**src/rtl/core/egd_pkg.sv**
```systemverilog
// ----------------------------------------------------------------------------
// egd_pkg
// Shared types, codes and defaults for the lift group dispatcher.
// ----------------------------------------------------------------------------
package egd_pkg;

    localparam int FLOORS_DEF     = 16;
    localparam int CARS_DEF       = 4;
    localparam int STAMP_BITS_DEF = 16;

    localparam int FUNC_W  = 2;
    localparam int CAR_W   = 2;
    localparam int FLOOR_W = 4;

    localparam logic [FUNC_W-1:0] FUNC_BUTTON = 2'd0;
    localparam logic [FUNC_W-1:0] FUNC_HALL   = 2'd1;
    localparam logic [FUNC_W-1:0] FUNC_STEP   = 2'd2;
    localparam logic [FUNC_W-1:0] FUNC_UNUSED = 2'd3;

    typedef struct packed {
        logic [FUNC_W-1:0]  func;
        logic [CAR_W-1:0]   car_index;
        logic [FLOOR_W-1:0] floor;
    } t_in_item;

    typedef struct packed {
        logic [CAR_W-1:0]   car_id;
        logic [FLOOR_W-1:0] car_floor;
        logic [FLOOR_W-1:0] car_target;
        logic               door_is_open;
        logic               last_car;
    } t_out_item;

    // controller to datapath
    typedef struct packed {
        logic load;      // capture input item
        logic do_button;
        logic do_hall;
        logic clr_doors;
        logic serve;     // phase 1 on current car
        logic aim_init;  // phase 2 start for current car
        logic aim_step;  // one distance step
        logic scan_init; // phase 3 start oldest scan
        logic scan_step; // one floor of scan
        logic assign_c;  // take scan result for current car
        logic move;      // phase 4 on current car
        logic emit;      // result for current car
        logic car_next;
        logic car_clr;
    } t_cmd;

    // datapath to controller
    typedef struct packed {
        logic       is_button;
        logic       is_hall;
        logic       is_step;
        logic       car_last;
        logic       at_target;
        logic       aim_done;
        logic       scan_done;
        logic       found;
    } t_sts;

endpackage

```
**src/rtl/core/egd_datapath.sv**
```systemverilog
// ----------------------------------------------------------------------------
// egd_datapath
// Car state, buttons, hall stamps and the scan units for the dispatcher.
// ----------------------------------------------------------------------------
module egd_datapath #(
    parameter int FLOORS     = egd_pkg::FLOORS_DEF,
    parameter int CARS       = egd_pkg::CARS_DEF,
    parameter int STAMP_BITS = egd_pkg::STAMP_BITS_DEF
) (
    input  logic              i_clk,
    input  logic              i_rst_n,
    input  egd_pkg::t_in_item i_item,
    input  egd_pkg::t_cmd     i_cmd,
    output egd_pkg::t_sts     o_sts,
    output egd_pkg::t_out_item o_result
);
    localparam int FW = (FLOORS > 1) ? $clog2(FLOORS) : 1;
    localparam int CW = (CARS > 1) ? $clog2(CARS) : 1;
    localparam int DW = $clog2(FLOORS + 1);
    localparam logic [STAMP_BITS-1:0] SMAX = {STAMP_BITS{1'b1}};

    logic [FW-1:0]         r_floor  [CARS];
    logic [FW-1:0]         r_target [CARS];
    logic [CARS-1:0]       r_door;
    logic [FLOORS-1:0]     r_btn    [CARS];
    logic [STAMP_BITS-1:0] r_stamp  [FLOORS];
    logic [STAMP_BITS-1:0] r_cnt;
    egd_pkg::t_in_item     r_item;
    logic [CW-1:0]         r_car;
    logic [DW-1:0]         r_dist;
    logic                  r_aim_done;
    logic [DW-1:0]         r_sf;
    logic [STAMP_BITS-1:0] r_best;
    logic [FW-1:0]         r_where;
    logic                  r_found;
    egd_pkg::t_out_item    r_result;

    logic [FW-1:0] here, tgt;
    logic [DW:0]   up_w;
    logic signed [DW:0] dn_w;
    logic up_ok, dn_ok, up_hit, dn_hit;
    logic [FW-1:0] sf_i;

    assign here = r_floor[r_car];
    assign tgt  = r_target[r_car];
    assign up_w = {1'b0, DW'(here)} + {1'b0, r_dist};
    assign dn_w = $signed({1'b0, DW'(here)}) - $signed({1'b0, r_dist});
    assign up_ok = up_w < (DW+1)'(FLOORS);
    assign dn_ok = !dn_w[DW];
    assign up_hit = up_ok && r_btn[r_car][up_w[FW-1:0]];
    assign dn_hit = dn_ok && r_btn[r_car][dn_w[FW-1:0]];
    assign sf_i = r_sf[FW-1:0];

    always_ff @(posedge i_clk) begin
        if (!i_rst_n) begin
            for (int c = 0; c < CARS; c++) begin
                r_floor[c]  <= '0;
                r_target[c] <= '0;
                r_btn[c]    <= '0;
            end
            for (int f = 0; f < FLOORS; f++) r_stamp[f] <= '0;
            r_door <= '0;
            r_cnt  <= '0;
            r_car  <= '0;
            r_aim_done <= 1'b0;
            r_found <= 1'b0;
            r_dist <= '0;
            r_sf <= '0;
        end else begin
            if (i_cmd.load) r_item <= i_item;
            if (i_cmd.do_button) begin
                if ({30'd0, r_item.car_index} < CARS && {28'd0, r_item.floor} < FLOORS)
                    r_btn[CW'(r_item.car_index)][FW'(r_item.floor)] <= 1'b1;
            end
            if (i_cmd.do_hall && {28'd0, r_item.floor} < FLOORS) begin
                if (r_cnt != SMAX) begin
                    r_cnt <= r_cnt + 1'b1;
                    r_stamp[FW'(r_item.floor)] <= r_cnt + 1'b1;
                end else begin
                    r_stamp[FW'(r_item.floor)] <= r_cnt;
                end
            end
            if (i_cmd.clr_doors) r_door <= '0;
            if (i_cmd.serve) begin
                // open for an own button or a hall call here
                if (r_btn[r_car][here] || r_stamp[here] != '0) r_door[r_car] <= 1'b1;
                if (r_btn[r_car][here]) r_btn[r_car][here] <= 1'b0;
                if (r_stamp[here] != '0) r_stamp[here] <= '0;
            end
            if (i_cmd.aim_init) begin
                r_dist <= DW'(1);
                r_aim_done <= 1'b0;
                if (here == tgt) r_door[r_car] <= 1'b1;
            end
            if (i_cmd.aim_step) begin
                // nearest button, up first at each distance
                if (up_hit) begin
                    r_target[r_car] <= up_w[FW-1:0];
                    r_aim_done <= 1'b1;
                end else if (dn_hit) begin
                    r_target[r_car] <= dn_w[FW-1:0];
                    r_aim_done <= 1'b1;
                end else if ((!up_ok && !dn_ok) || r_dist >= DW'(FLOORS - 1)) begin
                    r_aim_done <= 1'b1;
                end
                r_dist <= r_dist + 1'b1;
            end
            if (i_cmd.scan_init) begin
                r_sf <= '0;
                r_best <= r_cnt;
                r_found <= 1'b0;
            end
            if (i_cmd.scan_step) begin
                if (r_stamp[sf_i] != '0 && r_stamp[sf_i] <= r_best) begin
                    r_best <= r_stamp[sf_i];
                    r_where <= sf_i;
                    r_found <= 1'b1;
                end
                r_sf <= r_sf + 1'b1;
            end
            if (i_cmd.assign_c) begin
                r_stamp[r_where] <= '0;
                r_target[r_car] <= r_where;
            end
            if (i_cmd.move && !r_door[r_car]) begin
                if (tgt > here) r_floor[r_car] <= here + 1'b1;
                else if (tgt < here) r_floor[r_car] <= here - 1'b1;
            end
            if (i_cmd.car_clr) r_car <= '0;
            else if (i_cmd.car_next) r_car <= r_car + 1'b1;
        end
    end

    always_ff @(posedge i_clk) begin
        if (i_cmd.emit) begin
            r_result.car_id       <= egd_pkg::CAR_W'(r_car);
            r_result.car_floor    <= egd_pkg::FLOOR_W'(here);
            r_result.car_target   <= egd_pkg::FLOOR_W'(tgt);
            r_result.door_is_open <= r_door[r_car];
            r_result.last_car     <= ({1'b0, r_car} == (CW+1)'(CARS - 1));
        end
    end

    assign o_result = r_result;

    always_comb begin
        o_sts.is_button = r_item.func == egd_pkg::FUNC_BUTTON;
        o_sts.is_hall   = r_item.func == egd_pkg::FUNC_HALL;
        o_sts.is_step   = r_item.func == egd_pkg::FUNC_STEP;
        o_sts.car_last  = {1'b0, r_car} == (CW+1)'(CARS - 1);
        o_sts.at_target = here == tgt;
        o_sts.aim_done  = r_aim_done;
        o_sts.scan_done = r_sf == DW'(FLOORS);
        o_sts.found     = r_found;
    end
endmodule

```
**src/rtl/core/egd_ctrl.sv**
```systemverilog
// ----------------------------------------------------------------------------
// egd_ctrl
// Sequencer for the step tick phases and the item handshake.
// ----------------------------------------------------------------------------
module egd_ctrl (
    input  logic          i_clk,
    input  logic          i_rst_n,
    input  logic          i_start,
    output logic          o_busy,
    output logic          o_strobe,
    output egd_pkg::t_cmd o_cmd,
    input  egd_pkg::t_sts i_sts
);
    typedef enum logic [3:0] {
        S_IDLE, S_DECODE, S_SERVE, S_AIM_INIT, S_AIM, S_AIM_NEXT,
        S_SCAN_CHK, S_SCAN, S_ASSIGN, S_MOVE, S_EMIT, S_DONE
    } t_state;

    t_state r_state, n_state;
    logic   r_busy, r_strobe;

    always_comb begin
        n_state = r_state;
        o_cmd = '0;
        case (r_state)
            S_IDLE: begin
                if (i_start) begin
                    o_cmd.load = 1'b1;
                    n_state = S_DECODE;
                end
            end
            S_DECODE: begin
                o_cmd.do_button = i_sts.is_button;
                o_cmd.do_hall   = i_sts.is_hall;
                if (i_sts.is_step) begin
                    o_cmd.clr_doors = 1'b1;
                    o_cmd.car_clr = 1'b1;
                    n_state = S_SERVE;
                end else begin
                    n_state = S_DONE;
                end
            end
            S_SERVE: begin
                o_cmd.serve = 1'b1;
                o_cmd.car_next = 1'b1;
                if (i_sts.car_last) begin
                    o_cmd.car_clr = 1'b1;
                    n_state = S_AIM_INIT;
                end
            end
            S_AIM_INIT: begin
                o_cmd.aim_init = 1'b1;
                n_state = i_sts.at_target ? S_AIM : S_AIM_NEXT;
            end
            S_AIM: begin
                if (i_sts.aim_done) n_state = S_AIM_NEXT;
                else o_cmd.aim_step = 1'b1;
            end
            S_AIM_NEXT: begin
                o_cmd.car_next = 1'b1;
                if (i_sts.car_last) begin
                    o_cmd.car_clr = 1'b1;
                    n_state = S_SCAN_CHK;
                end else begin
                    n_state = S_AIM_INIT;
                end
            end
            S_SCAN_CHK: begin
                if (i_sts.at_target) begin
                    o_cmd.scan_init = 1'b1;
                    n_state = S_SCAN;
                end else if (i_sts.car_last) begin
                    o_cmd.car_clr = 1'b1;
                    n_state = S_MOVE;
                end else begin
                    o_cmd.car_next = 1'b1;
                end
            end
            S_SCAN: begin
                if (i_sts.scan_done) n_state = S_ASSIGN;
                else o_cmd.scan_step = 1'b1;
            end
            S_ASSIGN: begin
                // drop remaining cars once nothing is waiting
                if (!i_sts.found || i_sts.car_last) begin
                    o_cmd.assign_c = i_sts.found;
                    o_cmd.car_clr = 1'b1;
                    n_state = S_MOVE;
                end else begin
                    o_cmd.assign_c = 1'b1;
                    o_cmd.car_next = 1'b1;
                    n_state = S_SCAN_CHK;
                end
            end
            S_MOVE: begin
                o_cmd.move = 1'b1;
                n_state = S_EMIT;
            end
            S_EMIT: begin
                o_cmd.emit = 1'b1;
                o_cmd.car_next = 1'b1;
                n_state = i_sts.car_last ? S_DONE : S_MOVE;
            end
            S_DONE: n_state = S_IDLE;
            default: n_state = S_IDLE;
        endcase
    end

    always_ff @(posedge i_clk) begin
        if (!i_rst_n) begin
            r_state  <= S_IDLE;
            r_busy   <= 1'b0;
            r_strobe <= 1'b0;
        end else begin
            r_state  <= n_state;
            r_busy   <= n_state != S_IDLE;
            r_strobe <= o_cmd.emit;
        end
    end

    assign o_busy   = r_busy;
    assign o_strobe = r_strobe;
endmodule

```
**src/rtl/core/elevator_group_dispatch.sv**
```systemverilog
// ----------------------------------------------------------------------------
// elevator_group_dispatch
// Lift group controller: buttons, hall requests and a stepped dispatcher.
// ----------------------------------------------------------------------------
// Raise start with an item while busy is low. A step tick runs serve, aim,
// dispatch and move phases car by car, with a nearest-button search by
// distance and an oldest-request scan over the floors. It emits one result
// per car on o_valid, one cycle each; the receiver cannot stall, so results
// must be taken when the strobe is high.
// ----------------------------------------------------------------------------
module elevator_group_dispatch #(
    parameter int FLOORS     = egd_pkg::FLOORS_DEF,
    parameter int CARS       = egd_pkg::CARS_DEF,
    parameter int STAMP_BITS = egd_pkg::STAMP_BITS_DEF
) (
    input  logic               i_clk,
    input  logic               i_rst_n,
    input  logic               start,
    output logic               busy,
    input  egd_pkg::t_in_item  i_item,
    output logic               o_valid,
    output egd_pkg::t_out_item o_result
);
    egd_pkg::t_cmd cmd;
    egd_pkg::t_sts sts;

    egd_ctrl u_ctrl (
        .i_clk(i_clk), .i_rst_n(i_rst_n), .i_start(start), .o_busy(busy),
        .o_strobe(o_valid), .o_cmd(cmd), .i_sts(sts)
    );

    egd_datapath #(.FLOORS(FLOORS), .CARS(CARS), .STAMP_BITS(STAMP_BITS)) u_dp (
        .i_clk(i_clk), .i_rst_n(i_rst_n), .i_item(i_item), .i_cmd(cmd),
        .o_sts(sts), .o_result(o_result)
    );
endmodule

```
**config.mk**
```make
export PLATFORM = sky130hd
export DESIGN_NAME = elevator_group_dispatch
export DESIGN_NICKNAME = d
export VERILOG_FILES = /design/src/rtl/core/egd_pkg.sv /design/src/rtl/core/egd_datapath.sv /design/src/rtl/core/egd_ctrl.sv /design/src/rtl/core/elevator_group_dispatch.sv
export SDC_FILE = /design/constraint.sdc
export NUM_CORES = 1
export LEC_CHECK = 0
export BUFFER_PORTS_ARGS = -buffer_cell sky130_fd_sc_hd__buf_2
export CORE_MARGIN = 2
export CORE_UTILIZATION = 30
export DETAILED_ROUTE_END_ITERATION = 16
export GPL_TIMING_DRIVEN = 0
export PLACE_DENSITY = 0.55
export RECOVER_POWER = 100
export SYNTH_ARGS = -nofsm -noshare
export SYNTH_HDL_FRONTEND = slang
export SYNTH_SLANG_ARGS = --single-unit
```
**constraint.sdc**
```tcl
create_clock -name i_clk -period 7 [get_ports i_clk]
set_input_delay 0.7 -clock i_clk [delete_from_list [all_inputs] [get_ports i_clk]]
set_output_delay 0.7 -clock i_clk [all_outputs]
set_load 0.03 [all_outputs]
```
# --- Yosys cells after proc, flatten, opt, wreduce, memory -nomap -nowiden ---
# Memories as Yosys holds them, arrays and structs flattened. A register that Yosys moved wholly into a read port is not among the register bits.
# Cells that the tools add are included.
totals:
  ff_bits: 80
  latch_bits: 0
  mem_bits_rw: 352
  rom_bits: 0
  input_bits: 11
  output_inout_bits: 14
  elab_cells: 248
  memories: 4
memory_table:
  columns: ["name", "depth", "word_bits", "read_ports", "rd_clocked_by_memory_dff", "write_ports", "line", "text"]
  rows:
  - ["u_dp.r_stamp", 16, 16, 2, 1, 16, "egd_datapath.sv:26", "logic [STAMP_BITS-1:0] r_stamp [FLOORS];"]
  - ["u_dp.r_btn", 4, 16, 1, 1, 4, "egd_datapath.sv:25", "logic [FLOORS-1:0] r_btn [CARS];"]
  - ["u_dp.r_floor", 4, 4, 1, 1, 4, "egd_datapath.sv:22", "logic [FW-1:0] r_floor [CARS];"]
  - ["u_dp.r_target", 4, 4, 1, 1, 4, "egd_datapath.sv:23", "logic [FW-1:0] r_target [CARS];"]
op_classes:
  n_addsub: 8
  n_mul: 0
  div_mod_pow: 0
  n_lt_le_gt_ge: 13
  n_eq_ne: 16
  shift: 0
  mux: 145
  bitwise_logic: 7
  n_reduce_logical: 35
op_table:
  columns: ["cell", "n"]
  rows:
  - ["16-bit 2-to-1 mux", 13]
  - ["4-bit 2-to-1 mux", 25]
  - ["16-bit OR reduction", 5]
  - ["1-bit 2-to-1 mux", 79]
  - ["4-bit one-hot mux with 11 select lines", 1]
  - ["16-bit nonzero test", 2]
  - ["2-bit 2-to-1 mux", 12]
  - ["4-bit by 5-bit < comparator with 1-bit output (second input constant)", 4]
  - ["5-bit 2-to-1 mux", 4]
  - ["16-bit by 1-bit adder with 16-bit output (second input constant)", 1]
  - ["4-bit by 3-bit == test with 1-bit output (second input constant)", 4]
  - ["16-bit <= comparator", 1]
  - ["16-bit != test (second input constant)", 1]
  - ["1-bit binary-select mux with 4-bit select", 3]
  - ["4-bit == test (second input constant)", 3]
  - ["5-bit by 1-bit adder with 5-bit output (second input constant)", 2]
  - ["1-bit demux with 4-bit select", 2]
  - ["4-bit by 2-bit == test with 1-bit output (second input constant)", 2]
  - ["4-bit by 1-bit >= comparator with 1-bit output (second input constant)", 2]
  - ["1-bit logical AND", 8]
  - ["4-bit OR", 2]
  - ["4-bit OR reduction", 2]
  - ["4-bit by 5-bit adder with 6-bit output", 1]
  - ["6-bit by 5-bit < comparator with 1-bit output (second input constant)", 1]
  - ["other kinds (31)", 44]

# --- Depth between registers and ports, before layout ---
# Gate-level depths: netlist of run 1.
logic_depth:
  word_depth: 13
  mapped_depth: 18
  ltp_nobuf: 15

# --- Modules after synthesis ---
# From an unflattened synthesis of run 1, not the netlist that was laid out.
unflattened:
  hier_cells: 2472
  area_unflattened_um2: 23039.6
modules_own_cells:
  columns: ["mod", "instances", "cells_each", "area_each_um2", "seq_area_each_um2"]
  rows:
  - ["egd_datapath", 1, 2390, 22416.5, 9369.0]
  - ["egd_ctrl", 1, 82, 623.1, 120.1]

# --- Least setup slack after synthesis of run 1 ---
# No wires, ideal clock.
synth_path:
  path_type: "register to register"
  from: "register with a tool-made name"
  to: "register u_dp.r_where[0] (enable)"
  setup_time_ps: 329
  t_arrival_ps: 4007
  required_time_ps: 6671
  slack_ps: 2664
  path_stages_with_launch: 17
  n_path_buf: 3
  synth_period_minus_slack_ps: 4336
  path_cell_list: "dfxtp_1 > buf_2 > buf_1 > mux4_2 > mux4_2 > ha_1 > a21oi_1 > o22ai_1 > o21a_1 > o21a_1 > o21a_1 > o211ai_1 > nand4_1 > nand2_1 > nand2_1 > buf_2 > nor2_1"
synth_lines:
  columns: ["item", "line", "text"]
  rows:
  - ["end signal, assigned", "egd_datapath.sv:116", "r_where <= sf_i;"]
  - ["end, declared", "egd_datapath.sv:34", "logic [FW-1:0] r_where;"]

==> results.toml, run 1 <==
[logic_synthesis]
yosys_warnings = 0
syn_inst = 1849
synth_edf_count = 392
synth-main-ff-cell = "edfxtp_1"
ys_seq_area_frac = 0.562
async_flop_share = 0
synth_seq_cells = 438
yosysUniqueCellTypes = 89
netlist_area_sq_mm = 0.0226
syn_nets = 1904
syn_area_per_cell_sq_um = 12.2

[placed_design]
hpwl_microns = 53100
gp_congestion = 0.930
port_buffers = 24

[routing]
drt-vias-per-instance = 5.58
wl_microns = 72800
vias = 16400
ant_nets = 0
drc_errors = 0
drt_iter0_markers = 2079
routedWlPerCell_microns = 24.8
drtPass1Iterations = 7

[floorplanning]
die_y_microns = 278
ios = 25
core_sq_mm = 0.0744
rows = 100
die_x_microns = 278
initial_core_util = 0.303
dieArea_sq_mm = 0.0774

[timing]
fin_crit_sh = 0.894
worst_slew_pin_slew_ns = 1.78
final_hold_viol_count = 0
tns_ns = 0
hold_ws_ns = 0.262
setup_violations = 0
rsz0062_at_grt = "false"
max_freq_mhz = 160
finalWorstPathRequiredPeriod_ns = 6.26
slew_headroom = -0.202
fin_skew_ns = 0.0305
slew_viol_final = 9

[clocking]
clk_latency_ns = 0.62
cts_resized = 0
clk_pin_slew_ns = 0.06
cts_sinks = 438
cts_setup_buffers = 0
cts_max_level = 2
clockBufferDepth = 3
cts_hold_buf = 0
cts-root-buf = "clkbuf_16"
numCtsBuffers = 50
cts_tree = "done"

[min_path]
hold_start = "i_item[1]"
hold_path.class = "input pin to flip-flop"

[worst_setup_path]
cp-start-kind = "flip-flop"
cp.required_ns = 7.23
worstSetupPathType = "flip-flop to flip-flop"
cp_max_fo = 16
arrival_ns = 6.49
end_kind = "flip-flop"

[run_status]
status = "finished, violations left"
failed_checks = "capacitance limit, slew limit"

[grt]
groute.usage.overall = 0.184
grt_pass1_wl_microns = 106000
grt_max_degree = 18
grt_pass1_vias = 16000
grt_overflow = 0
antenna_found_initial = 2

[cells_and_area]
layout_commonest_cell = "nor2_1"
fin_nets = 1981
final_cell_mix = "nor2_1 (444), edfxtp_1 (392), clkbuf_1 (108), mux4_2 (104), o21ai_0 (102)"
layout-drive-gt1-share = 0.140
areaGrowthSynthToFinish_pct = 11.8
post-route-util = 0.339

[pwr]
power.density_mw_per_mm2 = 279
leakage_uw = 0.00841
ir_drop_mv = 0.192

[job]
drv_cap = 5
==> per-stage QoR <==
step	setup slack [ns]	power [uW]	instances	area (sq um)
floorplan	2.66	4050	1849	22600
global placement	1.32	4500	2842	23900
detailed placement	1.38	4530	2843	23900
CTS	1.36	7100	2936	25500
global route	0.524	7270	2936	25200
finish	0.740	7050	2938	25200
==> cell type report <==
cell class	instances	area, sq um
well taps	969	1210
diodes	2	5.00
repair buffers	25	106
flip-flops and latches	438	12700
plain buffers	113	475
fillers	7325	49200
multi-input cells	1251	8950
inverters	47	181
clock buffers	63	1350
clock inverters	30	248
==> where the power goes <==
part / switching [uW] / internal [uW]
clock network: 1120 / 1480
logic: 923 / 437
registers: 88.6 / 3000
total: 2130 / 4920
==> path summary, 6_finish.rpt <==
path,end,slack (ns),depth (start not counted)
setup / recovery,u_dp.r_stamp[8][3],0.74,14
hold / removal,u_dp.r_item[1],0.26,1
setup reg to reg,u_dp.r_stamp[8][3],0.74,14
hold reg to reg,u_dp.r_sf[4],0.48,1
==> registers in the layout, indices dropped and copies added (netlist names), 2 cells and up, named ones only <==
| signal | cells |
|---|---|
| u_dp.r_dist | 5 |
| u_dp.r_target | 16 |
| u_dp.r_item | 8 |
| u_dp.r_stamp | 256 |
| u_dp.o_result | 12 |
| u_dp.r_floor | 16 |
| u_dp.r_cnt | 16 |
| u_dp.r_where | 4 |
| u_dp.r_btn | 64 |
| u_ctrl.r_state | 4 |
| u_dp.r_car | 2 |
| u_dp.r_best | 16 |
| u_dp.r_sf | 5 |
| u_dp.r_door | 4 |
==> Yosys cell counts, drive strengths merged (7+ instances only) <==
cell | instances | area [sq um]
nor2b | 9 | 56.3
and3 | 8 | 50.1
ha | 41 | 513
nand4 | 12 | 75.1
buf | 59 | 357
a22oi | 7 | 52.6
mux2i | 32 | 320
inv | 46 | 178
a211oi | 12 | 125
or4 | 11 | 82.6
xor2 | 19 | 166
nand3 | 42 | 325
nor3 | 25 | 136
mux4 | 104 | 2340
o211ai | 8 | 60.1
nand2 | 98 | 370
mux2 | 40 | 462
nand2b | 9 | 56.3
xnor2 | 16 | 140
or2 | 7 | 43.8
dfxtp | 46 | 921
nor2 | 444 | 1670
clkbuf | 54 | 203
and2 | 7 | 43.8
nor4 | 42 | 275
a31oi | 23 | 144
o21ai | 104 | 536
a21oi | 42 | 221
edfxtp | 392 | 11800
or3 | 8 | 55.1
==> routing by layer <==
| layer | global-route usage | vias up | wire length (microns) |
|---|---|---|---|
| met5 | 0 | - | 0 |
| met4 | 0.0748 | 0 | 2820 |
| met3 | 0.0346 | 158 | 6190 |
| met2 | 0.297 | 852 | 33700 |
| met1 | 0.245 | 8309 | 30100 |
| li1 | - | 7085 | - |
==> worst max-delay path, stage by stage (launching register included) <==
cell	delay, ns
dfxtp_1	0.31
clkbuf_1	0.50
buf_4	0.36
mux2_1	0.44
inv_1	0.69
nand2_1	0.18
o22ai_1	0.42
a31oi_1	0.14
nor2_1	0.17
o21ba_1	0.29
a221oi_1	0.11
a211oi_1	0.59
nand2_1	0.45
clkbuf_1	0.39
nand2_1	0.78
==> cells by family (layout without fill, tap and decap cells) <==
logic type               count (synthesis)  after routing  share of synthesized area
AO/OA/AOI/OAI                          264            264                     0.0792
XOR/XNOR                                35             35                     0.0136
adder cells (fa/ha/maj)                 44             44                     0.0254
buffers and inverters                  160            278                     0.0328
flip-flops                             438            438                      0.562
multiplexers                           176            176                      0.138
other                                    0              2                          0
AND/OR/NAND/NOR                        732            732                      0.148
(Power assumes the default switching activity.)
==> inputs of run 2 (changes only) <==
--- a/config.mk
+++ b/config.mk
@@ -11,7 +11,6 @@
 export DETAILED_ROUTE_END_ITERATION = 16
 export GPL_TIMING_DRIVEN = 0
 export PLACE_DENSITY = 0.55
-export RECOVER_POWER = 100
 export SYNTH_ARGS = -nofsm -noshare
 export SYNTH_HDL_FRONTEND = slang
 export SYNTH_SLANG_ARGS = --single-unit
==> run 2 against run 1 <==
- the run now ends clean
- clock-buffer cell count stayed put
- die area unchanged
- flip-flop and latch count stayed put
- highest routed layer unchanged
- final area rose by 1.1%
==> results.toml, run 2 (synthesis gave the netlist of run 1 again) <==
[grt]
groute.usage.overall = 0.184
grt_pass1_vias = 16000
grt_pass1_wl_microns = 106000
antenna_found_initial = 2
grt_overflow = 0
grt_max_degree = 18

[worst_setup_path]
crit_buf_inv = 3
crit_slowest_cell = "buf_1"
critPathTopFamily = "buffers and inverters"
cp-start-kind = "flip-flop"
end_kind = "flip-flop"
arrival_ns = 5.89
path_cells = "buf_2 -> buf_1 -> mux4_2 -> mux4_2 -> ha_1 -> a21o_1 -> a21o_1 -> a21o_1 -> a21oi_1 -> nor2b_1 -> o211ai_1 -> nand4_1 -> nand2_1 -> nand2_1 -> buf_2 -> nor2_1"
reg2regPathDepth = 16
critPathMaxStageDelay_ns = 1.03
worstSetupPathType = "flip-flop to flip-flop"
cp.required_ns = 7.27
cp.depth = 16
crit_top_cell = "a21o_1"
cp_max_fo = 10

[floorplanning]
rows = 100
core_sq_mm = 0.0744
initial_core_util = 0.303
ios = 25
die_y_microns = 278
die_x_microns = 278
dieArea_sq_mm = 0.0774

[clocking]
cts_resized = 0
cts_max_level = 2
cts_tree = "done"
cts-root-buf = "clkbuf_16"
clk_pin_slew_ns = 0.06
numCtsBuffers = 50
clockBufferDepth = 3
clk_latency_ns = 0.62
cts_sinks = 438
cts_hold_buf = 0
cts_setup_buffers = 0

[placed_design]
gp_congestion = 0.930
pre_cts_slack_ns = 1.38
port_buffers = 24
place_area_sq_mm = 0.0239
dp.cells = 2843
hpwl_microns = 53100

[run_status]
status = "completed"

[cells_and_area]
largest_reg_flops = 256
nFillCells = 7266
areaGrowthSynthToFinish_pct = 13.1
fin_nets = 1981
final_cells = 2937
post-route-util = 0.343
top_register = "u_dp.r_stamp"
final_cell_mix = "nor2_1 (443), edfxtp_1 (392), mux4_2 (104), nand2_1 (97), o21ai_0 (88)"
layout-drive-gt1-share = 0.174
layout_commonest_cell = "nor2_1"
largestRegisters = "u_dp.r_stamp (256), u_dp.r_btn (64)"
fin_area_sq_mm = 0.0255

[timing]
slew_viol_final = 0
max_freq_mhz = 178
setup_violations = 0
fin_skew_ns = 0.0267
finalWorstPathRequiredPeriod_ns = 5.62
worst_slew_pin_slew_ns = 1.35
rsz0062_at_grt = "false"
tns_ns = 0
slew_headroom = 0.0998
final_hold_viol_count = 0
fin_crit_sh = 0.803
fin_ws_ns = 1.38

[pwr]
p_int_uw = 4940
power_frac_comb = 0.198
leakage_uw = 0.00854
seqPwrFrac = 0.436
power.density_mw_per_mm2 = 278
ir_drop_mv = 0.192
p_switching_uw = 2160
p_clk_frac = 0.366
sw_frac_of_total = 0.304

[routing]
drt-vias-per-instance = 5.58
ant_nets = 0
wl_microns = 72600
drt_iter0_markers = 1958
routedWlPerCell_microns = 24.7
vias = 16400
drtPass1Iterations = 6
drc_errors = 0

[job]
drv_cap = 0

[min_path]
hold_path.class = "input pin to flip-flop"
min_path_cells = 1
run 2: cell count changes in the layout (fill, tap and decap cells not counted), moves of 3 or more:
cell,before,now
o21ai_0,102,88
a211oi_1,11,8
nand3_4,0,8
clkbuf_1,108,63
buf_6,3,11
buf_1,9,12
nand3_1,42,31
nand3_2,0,3
buf_2,24,58
o21ai_1,0,14
run 2: metal layers:
layer	share of wire	global-route usage	up-vias
met2	0.46	0.297	853
met5	0	0	-
met4	0.040	0.0748	0
li1	-	-	7105
met1	0.41	0.245	8288
met3	0.084	0.0346	157
run 2: through the flow:
step / hold WS (ns) / power, uW
after CTS: 0.241 / 7100
after global placement: 0.465 / 4500
after floorplan: 0.431 / 4050
after global routing: 0.252 / 7320
final: 0.262 / 7100
after detailed placement: 0.467 / 4530
run 2: cell type report:
type / count / area [sq um] / share of cell area
buffer: 113 / 559 / 0.0219
antenna: 1 / 2.50 / 0.0000981
sequential: 438 / 12700 / 0.497
tap: 969 / 1210 / 0.0475
inverter: 47 / 181 / 0.00711
clock buffer: 63 / 1350 / 0.0530
timing repair buffer: 25 / 125 / 0.00490
multi-input combinational: 1251 / 9140 / 0.358
clock inverter: 30 / 248 / 0.00971
run 2: path summary, 6_finish.rpt:
| path | start | endpoint | slack (ns) |
|---|---|---|---|
| min reg2reg | u_dp.r_sf[4] | u_dp.r_sf[4] | 0.48 |
| max reg2reg | flip-flop | u_dp.r_where[3] | 1.38 |
| max | flip-flop | u_dp.r_where[3] | 1.38 |
| min | i_item[1] | u_dp.r_item[1] | 0.26 |
run 2: power by group through the flow:
stage | Combinational (uW) | Clock (uW) | Sequential (uW)
3_3_place_gp | 1370 | 0 | 3140
4_1_cts | 1390 | 2620 | 3090
5_1_grt | 1500 | 2720 | 3100
2_1_floorplan | 937 | 0 | 3110
3_5_place_dp | 1380 | 0 | 3140
6_report | 1410 | 2600 | 3090
